[src/route_relocate_local_search_assert.svh]
// Assertion macros shared by the route relocate search modules.
// Depends on nothing; included by modules that carry assertions.
`ifndef ROUTE_RELOCATE_LOCAL_SEARCH_ASSERT_SVH
`define ROUTE_RELOCATE_LOCAL_SEARCH_ASSERT_SVH
// implication checked every cycle outside reset
`define RRLS_ASSERT_IMP(label, clk, rst, pre, post) \
   label: assert property (@(posedge clk) disable iff (rst) (pre) |-> (post)) \
      else $error("assertion failed");
// next-cycle implication outside reset
`define RRLS_ASSERT_NXT(label, clk, rst, pre, post) \
   label: assert property (@(posedge clk) disable iff (rst) (pre) |=> (post)) \
      else $error("assertion failed");
`endif

[src/rrls_pkg.sv]
// Package for route relocate local search: sizes, codes and shared types.
// Depends on nothing.
package rrls_pkg;
   localparam int MAX_NODES = 64;
   localparam int MAX_ROUTE = 32;
   localparam int DIST_BITS = 16;
   localparam int NODE_W = $clog2(MAX_NODES);
   localparam int SLOT_W = $clog2(MAX_ROUTE);
   localparam int LEN_W = $clog2(MAX_ROUTE + 1);
   localparam int COST_W = DIST_BITS + 3;

   localparam logic [1:0] CMD_DIST = 2'd0;
   localparam logic [1:0] CMD_SLOT = 2'd1;
   localparam logic [1:0] CMD_RUN = 2'd2;

   typedef enum logic [3:0] {
      ST_IDLE, ST_GAIN, ST_ADD, ST_EVAL, ST_NEXT, ST_DECIDE, ST_MOVE, ST_EMIT
   } state_type;

   typedef struct packed {
      logic       load_len;    // latch length, clear counters
      logic       sel_gain;    // fetch distances for removal gain
      logic       sel_add;     // fetch distances for insertion cost
      logic       eval;        // compare candidate against best
      logic       step_r;      // advance insert position
      logic       step_c;      // advance removal position, reset insert
      logic       pass_start;  // clear best
      logic       apply;       // apply best move, count it
      logic       set_capped;
      logic       emit_start;
      logic       emit_step;
   } cmd_type;

   typedef struct packed {
      logic r_end;     // insert position past range
      logic c_end;     // removal position past range
      logic skip;      // insert position invalid for this removal
      logic found;
      logic cap_hit;
      logic move_done;
      logic emit_last;
   } status_type;
endpackage

[src/rrls_ctrl.sv]
// Controller FSM: sequences passes, candidate evaluation, moves and emission.
// Depends on rrls_pkg and route_relocate_local_search_assert.svh.
`include "route_relocate_local_search_assert.svh"
module rrls_ctrl (
   input  logic                 clock,
   input  logic                 reset,
   input  logic                 run_go,
   input  rrls_pkg::status_type sts,
   input  logic                 rsp_ready,
   input  logic                 apply_end,
   output rrls_pkg::cmd_type    cmd,
   output logic                 busy,
   output logic                 rsp_valid
);
   rrls_pkg::state_type state_ff, state_in;

   always_ff @(posedge clock) begin
      if (reset) begin
         state_ff <= rrls_pkg::ST_IDLE;
      end else begin
         state_ff <= state_in;
      end
   end

   always_comb begin
      state_in = state_ff;
      cmd = '0;
      busy = 1'b1;
      rsp_valid = 1'b0;
      case (state_ff)
         rrls_pkg::ST_IDLE: begin
            busy = 1'b0;
            if (run_go) begin
               cmd.load_len = 1'b1;
               state_in = rrls_pkg::ST_NEXT;
            end
         end
         rrls_pkg::ST_NEXT: begin
            cmd.pass_start = 1'b1;
            state_in = rrls_pkg::ST_GAIN;
         end
         rrls_pkg::ST_GAIN: begin
            if (sts.c_end) begin
               state_in = rrls_pkg::ST_DECIDE;
            end else begin
               cmd.sel_gain = 1'b1;
               if (sts.move_done) begin
                  state_in = rrls_pkg::ST_ADD;
               end
            end
         end
         rrls_pkg::ST_ADD: begin
            if (sts.r_end) begin
               cmd.step_c = 1'b1;
               state_in = rrls_pkg::ST_GAIN;
            end else if (sts.skip) begin
               cmd.step_r = 1'b1;
            end else begin
               cmd.sel_add = 1'b1;
               if (sts.move_done) begin
                  state_in = rrls_pkg::ST_EVAL;
               end
            end
         end
         rrls_pkg::ST_EVAL: begin
            cmd.eval = 1'b1;
            cmd.step_r = 1'b1;
            state_in = rrls_pkg::ST_ADD;
         end
         rrls_pkg::ST_DECIDE: begin
            if (!sts.found) begin
               cmd.emit_start = 1'b1;
               state_in = rrls_pkg::ST_EMIT;
            end else if (sts.cap_hit) begin
               cmd.set_capped = 1'b1;
               cmd.emit_start = 1'b1;
               state_in = rrls_pkg::ST_EMIT;
            end else begin
               state_in = rrls_pkg::ST_MOVE;
            end
         end
         rrls_pkg::ST_MOVE: begin
            cmd.apply = 1'b1;
            if (apply_end) begin
               state_in = rrls_pkg::ST_NEXT;
            end
         end
         rrls_pkg::ST_EMIT: begin
            rsp_valid = 1'b1;
            if (rsp_ready) begin
               cmd.emit_step = 1'b1;
               if (sts.emit_last) begin
                  state_in = rrls_pkg::ST_IDLE;
               end
            end
         end
         default: state_in = rrls_pkg::ST_IDLE;
      endcase
   end

   `RRLS_ASSERT_IMP(a_emit_valid, clock, reset,
      state_ff == rrls_pkg::ST_EMIT, rsp_valid)
   `RRLS_ASSERT_IMP(a_idle_free, clock, reset, !busy, !rsp_valid)
   `RRLS_ASSERT_NXT(a_emit_done, clock, reset,
      rsp_valid && rsp_ready && sts.emit_last, state_ff == rrls_pkg::ST_IDLE)
endmodule

[config.mk]
export PLATFORM = sky130hd
export DESIGN_NAME = rrls_ctrl
export DESIGN_NICKNAME = d
export VERILOG_FILES = /design/src/rrls_pkg.sv /design/src/rrls_ctrl.sv
export VERILOG_INCLUDE_DIRS = /design/src /design/src/src
export SDC_FILE = /design/constraint.sdc
export NUM_CORES = 1
export LEC_CHECK = 0
export ABC_AREA = 1
export BUFFER_PORTS_ARGS = -buffer_cell sky130_fd_sc_hd__clkbuf_2
export CORE_AREA = 3 3 40 42
export CTS_BUF_LIST = sky130_fd_sc_hd__clkbuf_2
export CTS_CLUSTER_DIAMETER = 200
export DETAILED_ROUTE_END_ITERATION = 10
export DIE_AREA = 0 0 43 45
export SETUP_SLACK_MARGIN = 0.5
export SLEW_MARGIN = 25
export SYNTH_ARGS = -nofsm -noshare
export SYNTH_HDL_FRONTEND = slang
export SYNTH_SLANG_ARGS = --single-unit
[constraint.sdc]
create_clock -name clock -period 2.4 [get_ports clock]
set_input_delay 0.72 -clock clock [delete_from_list [all_inputs] [get_ports clock]]
set_output_delay 0.72 -clock clock [all_outputs]
set_load 0.02 [all_outputs]
==> parameters.txt, run 1 <==
Parameter                              Value

Outcome
  Run status    finished, final reports clean

Clock network
  Maximum level of the CTS H-tree    1
  TritonCTS clock tree    done
  Buffer type at the clock tree root    clkbuf_2
  Buffers from clock root to sink, at most    2
  Clk_lat worst skew    0.20 ns
  CTS hold repair buffers    0
  Number of buffers added by the clock tree synthesis step    3
  Total clock sinks    3
  Post-CTS clock slew at the launch and capture registers of the worst setup and hold paths    0.04 ns

Timing
  Top achievable clock speed    0.518 GHz
  Post-layout min period    1.93 ns
  Final setup slack of the worst path    0.471 ns
  Fin Hold WS    0.538 ns
  Period utilization    80.4%
  Max-Slew Margin vs Limit    83.5%
  Setup Total Neg Slack    0 ns
  Worst clock skew on the final layout    0.000908 ns
  Final Hold Viols    0
  Unrepaired setup endpoints after global routing    yes
  Transition at the pin with the smallest max-transition slack    0.246 ns
  Final Setup Violations    0
  Slew Limit Fails    0

Worst setup path
  Reg2Reg Depth    10
  Crit-path slowest cell    buf_8
  Largest fanout on the critical path    2
  Reg2Reg Launch Point    state_ff[1]
  CP required    1.68 ns
  Crit-path max cell delay    0.11 ns
  Critical path start-end classification    input port to output pin
  Family with the most delay on the worst path    simple AND/OR/NAND/NOR gates
  Cells along the critical path    buf_8 > inv_4 > nor2_4 > nand3_2 > nand2_2 > buf_8
  Sort of element at the end of the critical path    output pin
  Origin of the worst setup path    sts[4]
  Crit path buf inv count    3
  Arrival time of the worst setup path    1.21 ns
  Crit start category    input port
  Cell type with the highest occurrence count on the critical path    buf_8
  Cell depth of the worst setup path    6

Drt
  Post-Route WL    1.11 mm
  Remaining number of nets flagged by the antenna check after routing    0
  Number of optimization iterations in the first detailed-route pass    4
  Via density per instance    4.36
  Violation count after the first detailed-routing iteration    6
  DRC Markers    0
  Avg WL per Cell    9.36 um
  Total via count in the routed design    519

Layout
  Top library cells by usage in the layout, fill and taps aside    20 x nand2_1, 19 x clkbuf_2, 15 x nor2_1
  Final core utilization    53.1%
  Antenna diodes    0
  Biggest register    state_ff
  Final net count    117
  Flip-flop count of the largest register after layout    3
  Share of layout cells above drive strength 1    54.8%
  Growth of design area from synthesis to finish    84.7%
  Top Registers    state_ff: 3 flops
  Most frequent standard cell in the layout excluding fill and tap cells    nand2_1

GRT
  All-layer global routing usage    10.2%
  Remaining Overflow, GRT    0
  Largest net degree at the start of global routing    15
  Initial antenna violation count    0
  Vias in the first global route    412
  Wire length of the first global-routing pass    1.49 mm

Hold path
  Hold/Removal Path Class    flop to flop
  Hold path startpoint    state_ff[0]
  Hold Crit Depth    2

Place
  Dpl ws    0.410 ns
  Number of input and output port buffers inserted    24
  Placer congestion estimate    0.804
  Detailed placement HPWL    770 um

Synthesis
  Synth Area per Inst    5.06 um2
  Main area contributors after synthesis    nand2_1 22%, dfxtp_1 16%, nor2_1 16%
  Netlist Area Pre-Place    369 um2
  Cell accounting for the most synthesized area    nand2_1
  Number of standard cells after synthesis    73
  Seq/Total Area, Yosys    16.3%
  Proportion of netlist area held by the largest area contributor    22.4%
  YS warnings    0
  Mapped Nets    85
  Synth Register Bits    3
  Synth unique cells    14

Floorplan
  Starting Density    28.7%
  Die Outline Area    1940 um2
  Die height    45 um
  # IOs    25
  Number of cell rows    13
  Core area    1280 um2
  Horizontal extent of the die    43 um

Power
  Total chip power    696 uW
  Leakage dissipation    0.398 nW
  Maximum vdd drop    0.447 mV
  Power per cell area    1020 nW/um2

Job
  Max-capacitance violation count    0
[final timing paths]
path,end,slack [ns]
setup / recovery,cmd[6],0.47
hold reg to reg,state_ff[0],0.54
setup reg to reg,state_ff[1],1.09
hold / removal,state_ff[0],0.54
[kinds of logic after synthesis]
family,share of synthesized area (%)
simple gates,63.1
buf+inv,17.3
flops,16.3
compound gates,3.39
[timing repair]
item                       in CTS  in global routing
resized for setup              10                 36
pin swaps                       0                  4
buffers inserted                2                  2
setup endpoints to repair       7                  9
[metrics by stage]
step | cells | cell area [um2]
2_1_floorplan | 73 | 374
3_5_place_dp | 111 | 502
6_report | 119 | 682
3_3_place_gp | 111 | 502
5_1_grt | 119 | 682
4_1_cts | 117 | 573
[synthesized netlist by cell type, drive strengths merged]
| cell type | instances |
|---|---|
| nor3 | 1 |
| nor2 | 19 |
| dfxtp | 3 |
| nor3b | 1 |
| nand4 | 1 |
| a21oi | 1 |
| inv | 14 |
| nand2 | 24 |
| o211ai | 1 |
| nand3 | 7 |
| buf | 1 |
[worst register-to-register path, delay by kind of cell (launching register included)]
kind / cells / cell delay, ns
buffers and inverters: 2 / 0.19
DFF: 1 / 0.37
and+or+nand+nor: 8 / 0.65
[layer usage]
metal  GRT usage, %  wire (um)  vias to the layer above
li1               -          -                      286
met1           10.3        407                      220
met2           19.2        656                       13
met3           1.59         50                        0
met4           7.23          0                        0
met5              0          0                        -
[power by group]
group | switching [mW] | internal [mW] | leakage (nW)
clock | 0.0255 | 0.0439 | 0.0166
sequential | 0.0420 | 0.0846 | 0.0264
combinational | 0.309 | 0.191 | 0.355
[cell type report]
| class | instances | area [um2] |
|---|---|---|
| repair buffers | 28 | 211 |
| multi-input cells | 55 | 300 |
| flip-flops and latches | 3 | 68.8 |
| well taps | 15 | 18.8 |
| fillers | 128 | 603 |
| inverters | 14 | 62.6 |
| clock buffers | 4 | 20.0 |
(Power assumes the default switching activity.)
==> run 2, diff against run 1 <==
==> constraint.sdc (replaced) <==
create_clock -name clock -period 1.95 [get_ports clock]
set_input_delay 0.585 -clock clock [delete_from_list [all_inputs] [get_ports clock]]
set_output_delay 0.585 -clock clock [all_outputs]
set_load 0.02 [all_outputs]
==> parameters.txt, run 2 (synthesis gave the netlist of run 1 again) <==
Parameter                              Value

Outcome
  Run status    finished, final reports clean

Layout
  Biggest register    state_ff
  Flip-flop count of the largest register after layout    3 (unchanged)
  Top library cells by usage in the layout, fill and taps aside    17 x clkbuf_2, 16 x nand2_1, 15 x buf_4
  Top Registers    state_ff: 3 flops
  Antenna diodes    0 (unchanged)
  Non-filler instance count after layout    128 (+7.6%)
  Total of fill cells in the finished design    124 (-3.1%)
  Combined area of the multi-input logic cells    343 um2 (+14%)
  Growth of design area from synthesis to finish    120%
  Share of layout cells above drive strength 1    66.4% (+12 points)
  Most frequent standard cell in the layout excluding fill and tap cells    clkbuf_2
  Final net count    126 (+7.7%)
  Sequential cell area    71.3 um2 (+3.6%)

Clock network
  Number of buffers added by the clock tree synthesis step    3 (unchanged)
  Clk_lat worst skew    0.20 ns (about the same)
  Buffer type at the clock tree root    clkbuf_2
  TritonCTS clock tree    done
  Total clock sinks    3 (unchanged)
  Buffers from clock root to sink, at most    2 (unchanged)
  Maximum level of the CTS H-tree    1 (unchanged)
  Post-CTS clock slew at the launch and capture registers of the worst setup and hold paths    0.04 ns (about the same)
  CTS hold repair buffers    0 (unchanged)

Worst setup path
  R2R Path End    state_ff[0]
  Critical path start-end classification    flop to output pin
  Origin of the worst setup path    state_ff[1]
  Reg2Reg Depth    10 (unchanged)
  Crit-path slowest cell    dfxtp_4
  Endpoint of the most critical setup path    cmd[8]
  Register-to-register path setup slack    0.49 ns (-0.60 ns)
  Largest fanout on the critical path    5 (+3)
  Crit path buf inv count    2 (-1)
  Cell type with the highest occurrence count on the critical path    nor2_4
  Reg2Reg Launch Point    state_ff[1]
  Family with the most delay on the worst path    flip-flops
  Cell depth of the worst setup path    5 (-1)
  Cells along the critical path    inv_4 > nor2_4 > nand3_4 > nor2_4 > clkbuf_8
  Arrival time of the worst setup path    1.15 ns (-0.06 ns)
  Sort of element at the end of the critical path    output pin
  CP required    1.36 ns (-0.32 ns)
  Crit start category    flop
  Crit-path max cell delay    0.39 ns (+0.28 ns)

Place
  Number of input and output port buffers inserted    24 (unchanged)
  Detailed placement HPWL    825 um (+7.1%)
  Number of instances in the placed design    111 (unchanged)
  Placer congestion estimate    0.830 (+3.2%)

Floorplan
  Horizontal extent of the die    43 um (unchanged)
  Number of cell rows    13 (unchanged)
  Core area    1280 um2 (unchanged)
  Die Outline Area    1940 um2 (unchanged)
  Starting Density    28.7% (unchanged)
  # IOs    25 (unchanged)
  Die height    45 um (unchanged)

Drt
  Remaining number of nets flagged by the antenna check after routing    0 (unchanged)
  Via density per instance    4.34 (-0.40%)
  Number of optimization iterations in the first detailed-route pass    5 (+1)
  Violation count after the first detailed-routing iteration    5 (-1)
  Total via count in the routed design    556 (+7.1%)
  Post-Route WL    1.33 mm (+20%)
  DRC Markers    0 (unchanged)
  Avg WL per Cell    10.4 um (+11%)

GRT
  Initial antenna violation count    0 (unchanged)
  Largest net degree at the start of global routing    14 (-1)
  Vias in the first global route    520 (+26%)
  All-layer global routing usage    14.8% (+4.6 points)
  Remaining Overflow, GRT    0 (unchanged)
  Wire length of the first global-routing pass    2.14 mm (+44%)

Timing
  Transition at the pin with the smallest max-transition slack    0.310 ns (+0.0633 ns)
  Final Setup Violations    0 (unchanged)
  Period utilization    89.0%
  Top achievable clock speed    0.576 GHz
  Setup Total Neg Slack    0 ns (unchanged)
  Post-layout min period    1.74 ns
  Worst clock skew on the final layout    0.00340 ns (+0.00249 ns)
  Slew Limit Fails    0 (unchanged)
  Final Hold Viols    0 (unchanged)
  Unrepaired setup endpoints after global routing    yes
  Max-Slew Margin vs Limit    79.3% (-4.2 points)

Hold path
  Hold path startpoint    state_ff[0]
  Hold/Removal Path Class    flop to flop

Power
  Combinational share of power    75.2% (+3.4 points)
  Part of the total power dissipated in the clock network    8.1% (-1.9 points)
  Sequential fraction of design power    16.8% (-1.4 points)
  Power per cell area    1320 nW/um2 (+29%)
  Maximum vdd drop    0.802 mV (+79%)
  Leakage dissipation    0.458 nW (+15%)
  Net switching share of the total power    52.2% (-1.9 points)
  Net switching power    559 uW (+49%)
  P_int    512 uW (+60%)

Job
  Max-capacitance violation count    0 (unchanged)
-- run 2: worst min-delay path: stages (launching register included) --
cell and delay (ns):
dfxtp_4 0.37, a21oi_1 0.12, nor2_1 0.06
-- run 2: layout make-up --
cell class                      instances  area share (%)
Multi-Input combinational cell         55            42.2
Timing Repair Buffer                   37            36.6
Sequential cell                         3            8.77
Inverter                               14            7.69
Clock buffer                            4            2.46
Tap cell                               15            2.31
-- run 2: through the flow --
stage / total power [mW] / hold WS [ns] / worst slack (ns) / utilization [%] / instance area, um2
after global routing: 1.17 / 0.610 / 0.143 / 63.3 / 813
after detailed placement: 0.673 / 0.577 / 0.180 / 41.4 / 532
after global placement: 0.672 / 0.565 / 0.222 / 41.4 / 532
after floorplan: 0.560 / 0.537 / 0.430 / - / 404
final: 1.07 / 0.589 / 0.214 / 63.3 / 813
after CTS: 1.01 / 0.586 / 0.215 / 59.8 / 768
-- run 2: per-layer routing --
layer	routed length, um	vias to the layer above	GRT usage, %
met2	754	15	27.5
met4	28	0	8.43
met5	0	-	0
li1	-	301	-
met1	511	236	15.7
met3	37	4	2.79
-- run 2: worst min path at each step --
stage	to	slack, ns	cells after the start
6_report	state_ff[0]	0.59	2
5_1_grt	state_ff[0]	0.61	2
4_1_cts	state_ff[0]	0.59	2
3_5_place_dp	state_ff[0]	0.58	2
3_3_place_gp	state_ff[0]	0.56	2
2_1_floorplan	state_ff[0]	0.54	2
-- run 2: timing repair --
item	4_1_cts	5_1_grt
hold endpoints to repair	0	0
endpoints found under the setup margin	13	15
pin swaps	7	6
setup buffers	9	4
gates resized for setup	41	8
-- run 2: power groups by stage --
stage	logic (mW)	clock network [mW]	registers, mW
3_5_place_dp	0.543	0	0.130
3_3_place_gp	0.541	0	0.131
6_report	0.805	0.0865	0.180
2_1_floorplan	0.436	0	0.124
5_1_grt	0.880	0.0983	0.188
4_1_cts	0.743	0.0941	0.175
